File: config.mk
export PLATFORM = sky130hd
export DESIGN_NAME = cpu_load_history_meter_unit
export DESIGN_NICKNAME = d
export VERILOG_FILES = /design/src/design/clhm_pkg.sv /design/src/design/clhm_div.sv /design/src/design/clhm_dp.sv /design/src/design/clhm_ctrl.sv /design/src/design/cpu_load_history_meter_unit.sv
export SDC_FILE = /design/constraint.sdc
export NUM_CORES = 1
export LEC_CHECK = 0
export BUFFER_PORTS_ARGS = -buffer_cell sky130_fd_sc_hd__clkbuf_2
export CAP_MARGIN = 20
export CORE_ASPECT_RATIO = 0.7
export CORE_MARGIN = 4
export CORE_UTILIZATION = 30
export DETAILED_ROUTE_END_ITERATION = 12
export PLACE_DENSITY_LB_ADDON = 0.25
export SLEW_MARGIN = 10
export SYNTH_ARGS = -nofsm -noshare
export SYNTH_HDL_FRONTEND = slang
export SYNTH_HIERARCHICAL = 1
export SYNTH_SLANG_ARGS = --single-unit
File: constraint.sdc
create_clock -name clk -period 5.3 [get_ports clk]
set_input_delay 0.53 -clock clk [delete_from_list [all_inputs] [get_ports clk]]
set_output_delay 0.53 -clock clk [all_outputs]
set_load 0.03 [all_outputs]
File: src/design/clhm_pkg.sv
// Shared types and constants for the CPU load history meter.
// No dependencies; imported by every module of the block.
`default_nettype none

package clhm_pkg;

    localparam int FS_W   = 32;
    localparam int LOAD_W = 8;
    localparam int TICK_W = 7;
    localparam int DIV_W  = FS_W + LOAD_W;
    localparam int CNT_W  = $clog2(DIV_W + 1);
    localparam int ADDR_W = 3;

    localparam logic [TICK_W-1:0] TICK_LIMIT = TICK_W'(64);
    localparam logic [LOAD_W-1:0] LOAD_FULL  = LOAD_W'(255);
    localparam logic [FS_W-1:0]   FS_RESET   = FS_W'(1049937);

    localparam int SHORT_SLOTS_DEF = 16;
    localparam int LONG_SLOTS_DEF  = 64;

    typedef enum logic {
        REG_FULL_SCALE = 1'b0,
        REG_CALIBRATE  = 1'b1
    } reg_idx_t;

    typedef enum logic [2:0] {
        ST_IDLE,
        ST_PREP,
        ST_LSTART,
        ST_LDIV,
        ST_SLOT,
        ST_EMIT
    } state_t;

    typedef struct packed {
        logic accept;
        logic prep;
        logic load_start;
        logic load_fix;
        logic load_quot;
        logic slot_step;
        logic emit;
    } cmd_t;

    typedef struct packed {
        logic tick_nz;
        logic special;
        logic div_busy;
        logic out_free;
        logic last;
    } sts_t;

endpackage

`default_nettype wire

File: src/design/clhm_div.sv
// Restoring divider, one quotient bit per cycle.
// Depends on clhm_pkg.
`default_nettype none

module clhm_div (
    input  wire logic                       clk,
    input  wire logic                       rst_n,
    input  wire logic                       start,
    input  wire logic [clhm_pkg::DIV_W-1:0]  dividend,
    input  wire logic [clhm_pkg::FS_W-1:0]   divisor,
    input  wire logic [clhm_pkg::CNT_W-1:0]  count,
    output      logic                       busy,
    output      logic [clhm_pkg::LOAD_W-1:0] quotient
);
    import clhm_pkg::*;

    logic [FS_W-1:0]  rem_reg, rem_next;
    logic [DIV_W-1:0] quo_reg, quo_next;
    logic [FS_W-1:0]  dvs_reg;
    logic [CNT_W-1:0] cnt_reg, cnt_next;
    logic             busy_reg, busy_next;
    logic [FS_W:0]    trial;
    logic [FS_W:0]    diff;
    logic             ge;

    always_comb
    begin
        trial = {rem_reg, quo_reg[DIV_W-1]};
        diff  = trial - {1'b0, dvs_reg};
        ge    = trial >= {1'b0, dvs_reg};
        rem_next = ge ? diff[FS_W-1:0] : trial[FS_W-1:0];
        quo_next = {quo_reg[DIV_W-2:0], ge};
    end

    always_comb
    begin
        cnt_next  = cnt_reg;
        busy_next = busy_reg;
        if (start)
        begin
            cnt_next  = count;
            busy_next = 1'b1;
        end
        else if (busy_reg)
        begin
            cnt_next  = cnt_reg - CNT_W'(1);
            busy_next = cnt_reg != CNT_W'(1);
        end
    end

    always_ff @(posedge clk or negedge rst_n)
    begin
        if (!rst_n)
        begin
            cnt_reg  <= '0;
            busy_reg <= 1'b0;
        end
        else
        begin
            cnt_reg  <= cnt_next;
            busy_reg <= busy_next;
        end
    end

    always_ff @(posedge clk)
    begin
        if (start)
        begin
            rem_reg <= '0;
            quo_reg <= dividend;
            dvs_reg <= divisor;
        end
        else if (busy_reg)
        begin
            rem_reg <= rem_next;
            quo_reg <= quo_next;
        end
    end

    assign busy     = busy_reg;
    assign quotient = quo_reg[LOAD_W-1:0];

endmodule

`default_nettype wire

File: src/design/clhm_dp.sv
// Datapath: input latches, load division, ring mean by reciprocal multiply, ring counters,
// running sum, calibration maximum and output register. Depends on clhm_pkg and clhm_div.
`default_nettype none

module clhm_dp #(
    parameter int SHORT_SLOTS = clhm_pkg::SHORT_SLOTS_DEF,
    parameter int LONG_SLOTS  = clhm_pkg::LONG_SLOTS_DEF,
    localparam int SP_W = $clog2(SHORT_SLOTS),
    localparam int LP_W = $clog2(LONG_SLOTS)
) (
    input  wire logic                        clk,
    input  wire logic                        rst_n,
    input  wire logic [clhm_pkg::FS_W-1:0]   full_scale_count,
    input  wire logic                        calibration_enable,
    input  wire logic [clhm_pkg::FS_W-1:0]   idle_count,
    input  wire logic [clhm_pkg::TICK_W-1:0] tick_count,
    input  wire clhm_pkg::cmd_t              cmd,
    output      clhm_pkg::sts_t              sts,
    output      logic                        out_valid,
    input  wire logic                        out_stall,
    output      logic [clhm_pkg::LOAD_W-1:0] slot_load,
    output      logic [SP_W-1:0]             short_slot,
    output      logic                        long_written,
    output      logic [clhm_pkg::LOAD_W-1:0] long_average,
    output      logic [LP_W-1:0]             long_slot,
    output      logic [clhm_pkg::FS_W-1:0]   max_idle_seen,
    output      logic                        last_of_run
);
    import clhm_pkg::*;

    localparam int SUM_W  = LOAD_W + $clog2(SHORT_SLOTS);
    localparam int MSH    = SUM_W + $clog2(SHORT_SLOTS);
    localparam int MUL_W  = SUM_W + 1;
    localparam int PROD_W = SUM_W + MUL_W;
    // ceil(2^MSH / SHORT_SLOTS): exact floor division for any sum below 2^SUM_W
    localparam logic [MUL_W-1:0] MEAN_MUL =
        MUL_W'(((64'd1 << MSH) + 64'(SHORT_SLOTS - 1)) / 64'(SHORT_SLOTS));

    logic [FS_W-1:0]   idle_reg;
    logic [TICK_W-1:0] rem_reg;
    logic [FS_W-1:0]   max_reg;
    logic [FS_W-1:0]   diff_reg;
    logic              special_reg;
    logic [LOAD_W-1:0] fix_reg;
    logic [LOAD_W-1:0] load_reg;
    logic [LOAD_W-1:0] mean_reg;
    logic [SUM_W-1:0]  acc_reg, acc_next;
    logic [SP_W-1:0]   spos_reg;
    logic [LP_W-1:0]   lpos_reg;
    logic              ovalid_reg;

    logic [LOAD_W-1:0] o_load_reg, o_avg_reg;
    logic [SP_W-1:0]   o_spos_reg;
    logic [LP_W-1:0]   o_lpos_reg;
    logic              o_wrote_reg, o_last_reg;
    logic [FS_W-1:0]   o_max_reg;

    logic [TICK_W-1:0] ticks_sat;
    logic              wrap;
    logic              lwrap;
    logic [PROD_W-1:0] mean_prod;
    logic              div_start;
    logic [DIV_W-1:0]  div_dividend;
    logic              div_busy;
    logic [LOAD_W-1:0] div_quot;

    assign ticks_sat = (tick_count > TICK_LIMIT) ? TICK_LIMIT : tick_count;
    assign wrap      = spos_reg == SP_W'(SHORT_SLOTS - 1);
    assign lwrap     = lpos_reg == LP_W'(LONG_SLOTS - 1);
    assign acc_next  = acc_reg + SUM_W'(load_reg);
    assign mean_prod = PROD_W'(acc_next) * PROD_W'(MEAN_MUL);

    assign div_start    = cmd.load_start;
    assign div_dividend = {diff_reg, {LOAD_W{1'b0}}} - {{LOAD_W{1'b0}}, diff_reg};

    clhm_div u_div (
        .clk      (clk),
        .rst_n    (rst_n),
        .start    (div_start),
        .dividend (div_dividend),
        .divisor  (full_scale_count),
        .count    (CNT_W'(DIV_W)),
        .busy     (div_busy),
        .quotient (div_quot)
    );

    always_ff @(posedge clk or negedge rst_n)
    begin
        if (!rst_n)
        begin
            max_reg    <= '0;
            acc_reg    <= '0;
            spos_reg   <= '0;
            lpos_reg   <= '0;
            rem_reg    <= '0;
            ovalid_reg <= 1'b0;
        end
        else
        begin
            if (cmd.accept)
            begin
                rem_reg <= ticks_sat;
                if (calibration_enable && (idle_count > max_reg))
                    max_reg <= idle_count;
            end
            if (cmd.slot_step)
                acc_reg <= wrap ? '0 : acc_next;
            if (cmd.emit)
            begin
                rem_reg  <= rem_reg - TICK_W'(1);
                spos_reg <= wrap ? '0 : spos_reg + SP_W'(1);
                if (wrap)
                    lpos_reg <= lwrap ? '0 : lpos_reg + LP_W'(1);
            end
            if (cmd.emit)
                ovalid_reg <= 1'b1;
            else if (!out_stall)
                ovalid_reg <= 1'b0;
        end
    end

    always_ff @(posedge clk)
    begin
        if (cmd.accept)
            idle_reg <= idle_count;
        if (cmd.prep)
        begin
            diff_reg    <= full_scale_count - idle_reg;
            special_reg <= (full_scale_count == '0) || (idle_reg > full_scale_count);
            fix_reg     <= ((full_scale_count == '0) && (idle_reg == '0)) ? LOAD_FULL : '0;
        end
        if (cmd.load_fix)
            load_reg <= fix_reg;
        else if (cmd.load_quot)
            load_reg <= div_quot;
        else if (cmd.emit)
            load_reg <= LOAD_FULL;
        if (cmd.slot_step)
            mean_reg <= mean_prod[MSH +: LOAD_W];
        if (cmd.emit)
        begin
            o_load_reg  <= load_reg;
            o_spos_reg  <= spos_reg;
            o_wrote_reg <= wrap;
            o_avg_reg   <= wrap ? mean_reg : '0;
            o_lpos_reg  <= wrap ? lpos_reg : '0;
            o_max_reg   <= max_reg;
            o_last_reg  <= rem_reg == TICK_W'(1);
        end
    end

    always_comb
    begin
        sts.tick_nz  = tick_count != '0;
        sts.special  = special_reg;
        sts.div_busy = div_busy;
        sts.out_free = !ovalid_reg || !out_stall;
        sts.last     = rem_reg == TICK_W'(1);
    end

    assign out_valid     = ovalid_reg;
    assign slot_load     = o_load_reg;
    assign short_slot    = o_spos_reg;
    assign long_written  = o_wrote_reg;
    assign long_average  = o_avg_reg;
    assign long_slot     = o_lpos_reg;
    assign max_idle_seen = o_max_reg;
    assign last_of_run   = o_last_reg;

endmodule

`default_nettype wire

File: src/design/clhm_ctrl.sv
// Controller state machine sequencing load division, slot steps and results.
// Depends on clhm_pkg.
`default_nettype none

module clhm_ctrl (
    input  wire logic           clk,
    input  wire logic           rst_n,
    input  wire logic           in_valid,
    output      logic           in_stall,
    input  wire clhm_pkg::sts_t sts,
    output      clhm_pkg::cmd_t cmd
);
    import clhm_pkg::*;

    state_t state_reg, state_next;

    always_ff @(posedge clk or negedge rst_n)
    begin
        if (!rst_n)
            state_reg <= ST_IDLE;
        else
            state_reg <= state_next;
    end

    always_comb
    begin
        state_next = state_reg;
        unique case (state_reg)
            ST_IDLE:
            begin
                if (in_valid && sts.tick_nz)
                    state_next = ST_PREP;
            end
            ST_PREP:   state_next = ST_LSTART;
            ST_LSTART: state_next = sts.special ? ST_SLOT : ST_LDIV;
            ST_LDIV:
            begin
                if (!sts.div_busy)
                    state_next = ST_SLOT;
            end
            ST_SLOT:   state_next = ST_EMIT;
            ST_EMIT:
            begin
                if (sts.out_free)
                    state_next = sts.last ? ST_IDLE : ST_SLOT;
            end
            default:   state_next = ST_IDLE;
        endcase
    end

    always_comb
    begin
        cmd      = '0;
        in_stall = 1'b1;
        unique case (state_reg)
            ST_IDLE:
            begin
                in_stall   = 1'b0;
                cmd.accept = in_valid && sts.tick_nz;
            end
            ST_PREP:   cmd.prep = 1'b1;
            ST_LSTART:
            begin
                cmd.load_fix   = sts.special;
                cmd.load_start = !sts.special;
            end
            ST_LDIV:   cmd.load_quot = !sts.div_busy;
            ST_SLOT:   cmd.slot_step = 1'b1;
            ST_EMIT:   cmd.emit = sts.out_free;
            default:   cmd = '0;
        endcase
    end

endmodule

`default_nettype wire

File: src/design/cpu_load_history_meter_unit.sv
// CPU load history meter, one update in flight: after the transfer an update runs PREP,
// LSTART, the 40-step load divide (LDIV), then SLOT and EMIT for each of T slots, T the
// saturated tick count; an output stall holds EMIT. Without the divide (zero full scale or
// idle above it) LSTART goes straight to the first SLOT. The next input is taken in IDLE.
// Reset (rst_n low, asynchronous) clears positions, running sum, calibration maximum,
// and loads full_scale_count = 1049937, calibration_enable = 0. No clearing pass.
`default_nettype none

module cpu_load_history_meter_unit #(
    parameter int SHORT_SLOTS = clhm_pkg::SHORT_SLOTS_DEF,
    parameter int LONG_SLOTS  = clhm_pkg::LONG_SLOTS_DEF,
    localparam int SP_W = $clog2(SHORT_SLOTS),
    localparam int LP_W = $clog2(LONG_SLOTS)
) (
    input  wire logic                        clk,
    input  wire logic                        rst_n,
    input  wire logic                        psel,
    input  wire logic                        penable,
    input  wire logic                        pwrite,
    input  wire logic [clhm_pkg::ADDR_W-1:0] paddr,
    input  wire logic [31:0]                 pwdata,
    output      logic [31:0]                 prdata,
    output      logic                        pready,
    input  wire logic                        in_valid,
    output      logic                        in_stall,
    input  wire logic [clhm_pkg::FS_W-1:0]   idle_count,
    input  wire logic [clhm_pkg::TICK_W-1:0] tick_count,
    output      logic                        out_valid,
    input  wire logic                        out_stall,
    output      logic [clhm_pkg::LOAD_W-1:0] slot_load,
    output      logic [SP_W-1:0]             short_slot,
    output      logic                        long_written,
    output      logic [clhm_pkg::LOAD_W-1:0] long_average,
    output      logic [LP_W-1:0]             long_slot,
    output      logic [clhm_pkg::FS_W-1:0]   max_idle_seen,
    output      logic                        last_of_run
);
    import clhm_pkg::*;

    logic [FS_W-1:0] fs_reg;
    logic            cal_reg;
    logic            wr_en;
    reg_idx_t        idx;
    cmd_t            cmd;
    sts_t            sts;

    assign pready = 1'b1;
    assign wr_en  = psel && penable && pwrite && pready;
    assign idx    = reg_idx_t'(paddr[2]);

    always_ff @(posedge clk or negedge rst_n)
    begin
        if (!rst_n)
        begin
            fs_reg  <= FS_RESET;
            cal_reg <= 1'b0;
        end
        else if (wr_en)
        begin
            unique case (idx)
                REG_FULL_SCALE: fs_reg  <= pwdata;
                REG_CALIBRATE:  cal_reg <= pwdata[0];
                default:        cal_reg <= cal_reg;
            endcase
        end
    end

    always_comb
    begin
        unique case (idx)
            REG_FULL_SCALE: prdata = fs_reg;
            REG_CALIBRATE:  prdata = {31'b0, cal_reg};
            default:        prdata = '0;
        endcase
    end

    clhm_ctrl u_ctrl (
        .clk      (clk),
        .rst_n    (rst_n),
        .in_valid (in_valid),
        .in_stall (in_stall),
        .sts      (sts),
        .cmd      (cmd)
    );

    clhm_dp #(
        .SHORT_SLOTS (SHORT_SLOTS),
        .LONG_SLOTS  (LONG_SLOTS)
    ) u_dp (
        .clk                (clk),
        .rst_n              (rst_n),
        .full_scale_count   (fs_reg),
        .calibration_enable (cal_reg),
        .idle_count         (idle_count),
        .tick_count         (tick_count),
        .cmd                (cmd),
        .sts                (sts),
        .out_valid          (out_valid),
        .out_stall          (out_stall),
        .slot_load          (slot_load),
        .short_slot         (short_slot),
        .long_written       (long_written),
        .long_average       (long_average),
        .long_slot          (long_slot),
        .max_idle_seen      (max_idle_seen),
        .last_of_run        (last_of_run)
    );

endmodule

`default_nettype wire

Word-level counts from Yosys, hierarchy flattened
Cells that the tools add are included.
{"block": "op_classes", "add_sub_neg": 8, "order_cmp": 4, "eq_ne": 13, "n_mux": 33, "n_bitwise": 1, "n_reduce_logical": 23}
{"op": "2-to-1 mux 40 bit", "count": 2}
{"op": "> comparator 32 bit", "count": 2}
{"op": "zero test 32 bit", "count": 2}
{"op": "one-hot mux 32 bit (2 select lines)", "count": 1}
{"op": "subtractor 32 bit", "count": 2}
{"op": "subtractor 40 x 32 -> 40 bit", "count": 1}
{"op": "greater-or-equal comparator 33 x 32 -> 1 bit", "count": 1}
{"op": "2-to-1 mux 32 bit", "count": 1}
{"op": "2-to-1 mux 8 bit", "count": 4}
{"op": "2-to-1 mux 7 bit", "count": 3}
{"op": "2-to-1 mux 6 bit", "count": 3}
{"op": "one-hot mux 3 bit (6 select lines)", "count": 1}
{"op": "2-to-1 mux 3 bit", "count": 5}
{"op": "adder 12 x 8 -> 12 bit", "count": 1}
{"op": "2-to-1 mux 12 bit", "count": 1}
{"op": "2-to-1 mux 1 bit", "count": 10}
{"op": "AND reduction 2 bit", "count": 4}
{"op": "equality test 7 x 1 -> 1 bit, second input constant", "count": 1}
{"op": "> comparator 7 bit, second input constant", "count": 1}
{"op": "nonzero test 7 bit", "count": 1}
{"op": "subtractor 7 x 1 -> 7 bit, second input constant", "count": 1}
{"op": "adder 6 x 1 -> 6 bit, second input constant", "count": 1}
{"op": "equality test 3 x 2 -> 1 bit, second input constant", "count": 2}
{"op": "equality test 3 bit, second input constant", "count": 2}
{"op": "18 further kinds", "count": 29}
{"block": "word_totals", "regBits": 358, "inputBits": 81, "output_inout_bits": 95, "wordCells": 109}

Longest topological paths before layout
{"block": "depth", "depth_word": 6, "mapped_depth": 14, "depth_no_buf": 12}

By module
The synthesis kept the hierarchy.
{"mod": "clhm_dp", "n_inst": 1, "cells_each": 1074, "area_per_inst_um2": 11783.8, "seq_area_each_um2": 5815.6}
{"mod": "clhm_div", "n_inst": 1, "cells_each": 614, "area_per_inst_um2": 6328.6, "seq_area_each_um2": 2977.9}
{"mod": "cpu_load_history_meter_unit", "n_inst": 1, "cells_each": 108, "area_per_inst_um2": 1609.0, "seq_area_each_um2": 833.3}
{"mod": "clhm_ctrl", "n_inst": 1, "cells_each": 32, "area_per_inst_um2": 245.2, "seq_area_each_um2": 75.1}

Least setup slack after synthesis
No wires, ideal clock.
{"block": "synth_path", "path_kind": "register to register", "start": "register u_ctrl.state_reg[2]", "end": "register u_dp.u_div.quo_reg[0] (enable)", "setup_time_ps": 394, "t_arrival_ps": 4142, "required_ps": 4906, "setup_slack_ps": 763, "path_stages_with_launch": 6, "n_path_buf": 1, "period_less_slack_ps": 4537, "cell_sequence": "dfrtp_1 -> nand2b_1 -> nor3_1 -> clkbuf_1 -> nor2_1 -> inv_1"}
{"element": "start, declared", "line_no": "clhm_ctrl.sv:15", "source": "state_t state_reg, state_next;"}
{"element": "start signal, assigned", "line_no": "clhm_ctrl.sv:22", "source": "state_reg <= state_next;"}
{"element": "end signal, assigned", "line_no": "clhm_div.sv:70", "source": "quo_reg <= dividend;"}
{"element": "end signal, assigned", "line_no": "clhm_div.sv:76", "source": "quo_reg <= quo_next;"}
{"element": "end, declared", "line_no": "clhm_div.sv:18", "source": "logic [DIV_W-1:0] quo_reg, quo_next;"}

Worst setup path after layout
{"block": "layout_path", "start": "register fs_reg[0]", "end": "register u_dp.diff_reg[25], data pin"}
{"block": "layout_via", "elab_chain_len": 1}
{"element": "start, declared", "line_no": "cpu_load_history_meter_unit.sv:40", "source": "logic [FS_W-1:0] fs_reg;"}
{"element": "start signal, assigned", "line_no": "cpu_load_history_meter_unit.sv:61", "source": "REG_FULL_SCALE: fs_reg <= pwdata;"}
{"element": "subtractor 32 bit", "line_no": "clhm_dp.sv:128", "source": "diff_reg <= full_scale_count - idle_reg;"}
{"element": "end signal, assigned", "line_no": "clhm_dp.sv:128"}
{"element": "end, declared", "line_no": "clhm_dp.sv:42", "source": "logic [FS_W-1:0] diff_reg;"}
No other way between the ends.
A chain may end at the register's enable or synchronous reset.

==> results.toml <==
[timing]
clock_skew_ps = 23.4
worstMarginPinSlew_ps = 906
hold_viol_final = 0
totalNegativeSetupSlack_ps = 0
unrepaired_setup_endpoints_after_global_routing = "no"
timing.final.max_slew_violations = 0
timing.fmax_mhz = 286
slew_headroom_pct = 39.6
finalSetupViolations = 0
final.min_clock_period_ps = 3490
finalCritPeriodShare_pct = 65.9

[power_and_ir_drop]
p_per_area_nw_per_um2 = 462
ir_drop_mv = 0.234
power_leakage_nw = 9.36

[synth]
synth_async_sr_flop_share_pct = 29.9
fraction_of_post_synthesis_cell_area_in_the_top_cell_type_by_area_pct = 32.2
mappedNetlistArea_um2 = 20000
synthesis.yosys.warnings = 6
synth.top_cells.by_count = "214 x edfxtp_1, 160 x inv_1, 135 x ha_1, 114 x a21oi_1, 112 x nand2_1"
yosys-top-cells-area = "edfxtp_1 32%, dfrtp_1 12%, ha_1 8.5%, mux2_2 4.4%, dfxtp_1 3.2%"
synth.yosys.seq_area_share_pct = 48.6
synth.most_common_cell = "edfxtp_1"
postSynthRegisterBits = 351
syn_avg_cell_area_um2 = 10.9
synthFlopType = "edfxtp_1"
synth.lib_cells_used.distinct = 91
post-synth-top-area-cell = "edfxtp_1"
synthCells = 1828
synth_edf_count = 214

[critical_path]
critical_path_arrival_ps = 3760
critical_path_cell_with_the_highest_stage_delay = "dfstp_2"
critical_path_data_required_time_ps = 5570
reg2regPathDepth = 9
worstSetupPathType = "reg -> reg"
cp_common_cell = "o21ai_0"
cp-end-kind = "register"
critical-path-max-stage-delay_ps = 670
r2r-end = "u_dp/diff_reg[25]"
largest_fanout_on_the_critical_path = 5
reg2reg_slack_ps = 1810
ordered_list_of_cells_on_the_worst_path = "inv_1 -> ha_1 -> nor2b_1 -> o21ai_0 -> o211ai_1 -> a311oi_1 -> nor4_1 -> o21ai_0 -> o311ai_0"
start_kind = "register"
regToRegStartpoint = "fs_reg[0]"

[clock_tree]
cts_post_setup_buffers_inserted = 0
tritoncts = "done"
cts_root_buffer = "clkbuf_16"
cts_sinks = 351
cts_buffers = 39
post_cts_resize_count = 0
cts_buffer_depth = 3
clkLatencyLatePin_ps = 570
holdBufCountCts = 0
clock_tree.htree_level_count = 2
path_clk_slew_ps = 60

[placed_design]
dp.final_hpwl_um = 39300
io_buffers = 172
postPlaceCellArea_um2 = 21700
gp_congestion = 0.870

[die]
die_w_um = 316
core.rowCount = 78
io_pins = 176
coreArea_um2 = 65400
die_area_um2 = 70800
floorplan.initialDensity_pct = 30.5
die_h_um = 224

[min_path]
min_path_type = "in -> async"

[global_route]
globalRoute.totalOverflow = 0
first_pass_grt_wire_length_um = 81000
pin_count_of_the_biggest_net_entering_global_routing = 65
globalRouteTotalUtil_pct = 14.5
grt_antenna_before_repair = 2
grt_pass1_vias = 13700

[route]
routed_wire_length_per_instance_um = 18.0
dr.first_iter.drc_count = 893
route.detailed.drc = 0
detail_route.first_pass.iterations = 8
postRouteAntennaNets = 0
num_vias = 14300
drt_wl_total_um = 52200
ratio_of_routed_vias_to_standard_cells = 4.92

[cells_and_area]
final_layout_size_suffix_gt1_share_pct = 19.1
finalNetCount = 2209
postLayoutCellArea_um2 = 23000
area_growth_pct = 15.3
largest_register_ffs = 40
antenna_cells = 0

[flow_run]
cap_viol_max_count = 0

[run_status]
outcome = "finished, final reports clean"
[logic make-up (layout without fill, tap and decap cells)]
| family | after synthesis | in the layout | share of synthesized area (%) |
|---|---|---|---|
| adders and majority gates | 138 | 138 | 8.76 |
| xor gates and xnor gates | 110 | 110 | 4.83 |
| DFF | 351 | 351 | 48.6 |
| AOI/OAI and AO/OA | 404 | 404 | 13.3 |
| muxes | 129 | 129 | 7.74 |
| other | 3 | 7 | 0.0564 |
| and+or+nand+nor | 466 | 466 | 12.0 |
| buffers and inverters | 227 | 415 | 4.72 |
[power by group]
| group | switching, W | total [W] | internal (W) | leakage (nW) |
|---|---|---|---|---|
| Clock | 0.00113 | 0.00272 | 0.00159 | 0.634 |
| Combinational | 0.00227 | 0.00367 | 0.00140 | 5.22 |
| Sequential | 0.000538 | 0.00423 | 0.00370 | 3.50 |
[area by class of cell]
type	instances	area, um^2
well taps	880	1100
clock buffers	58	1170
clock inverters	13	110
inverters	161	604
multi-input cells	1254	9380
repair buffers	183	946
fillers	6612	42400
flip-flops and latches	351	9700
[worst max-delay path, delay by kind of cell, from the launching register on]
kind | cells | cell delay (ps)
flops | 1 | 670
fa+ha+maj | 1 | 230
compound gates | 5 | 1540
buf+inv | 1 | 90
simple gates | 2 | 660
[routing by layer]
| metal | track usage (%) | vias to the layer above | part of all wire, % |
|---|---|---|---|
| li1 | - | 6975 | - |
| met1 | 22.4 | 6954 | 52 |
| met2 | 21.1 | 306 | 42 |
| met3 | 2.53 | 46 | 4.7 |
| met4 | 3.26 | 0 | 1.4 |
| met5 | 0 | - | 0 |
[per-stage QoR]
stage	power [W]	util (%)	setup slack, ps	instances	hold slack, ps
global placement	0.00788	33.2	1670	2829	457
global route	0.0113	35.2	1620	2900	31.5
detailed placement	0.00793	33.2	1620	2829	455
finish	0.0106	35.2	1810	2900	6.38
floorplan	0.00685	-	763	1832	234
CTS	0.0107	35.2	1840	2900	3.10
[worst max-delay path by stage]
stage | from | endpoint | slack [ps] | cells past startpoint
after floorplan | u_ctrl/state_reg[2] | u_dp/u_div/quo_reg[0] | 760 | 5
after global placement | idle_count[30] | u_dp/max_reg[2] | 1670 | 8
after detailed placement | idle_count[30] | u_dp/max_reg[3] | 1620 | 8
after CTS | fs_reg[0] | u_dp/diff_reg[25] | 1840 | 9
after global routing | fs_reg[0] | u_dp/diff_reg[25] | 1620 | 9
final | fs_reg[0] | u_dp/diff_reg[25] | 1810 | 9
[layout by cell type (no fill, tap or decap), types with 13 or more instances in the layout]
cell	count
a211oi_1	30
a21o_1	39
a21oi_1	114
a31oi_1	15
and2_1	23
and3_1	13
clkbuf_16	42
clkbuf_2	171
dfrtp_1	98
dfxtp_1	32
edfxtp_1	214
ha_1	135
inv_1	160
mux2_2	78
mux2_4	31
mux2i_1	19
nand2_1	112
nand3_1	30
nand4_1	25
nor2_1	98
nor2b_1	59
nor3_1	30
nor4_1	24
o21a_1	21
o21ai_0	79
xnor2_1	73
xor2_1	37
(Power assumes the default switching activity.)
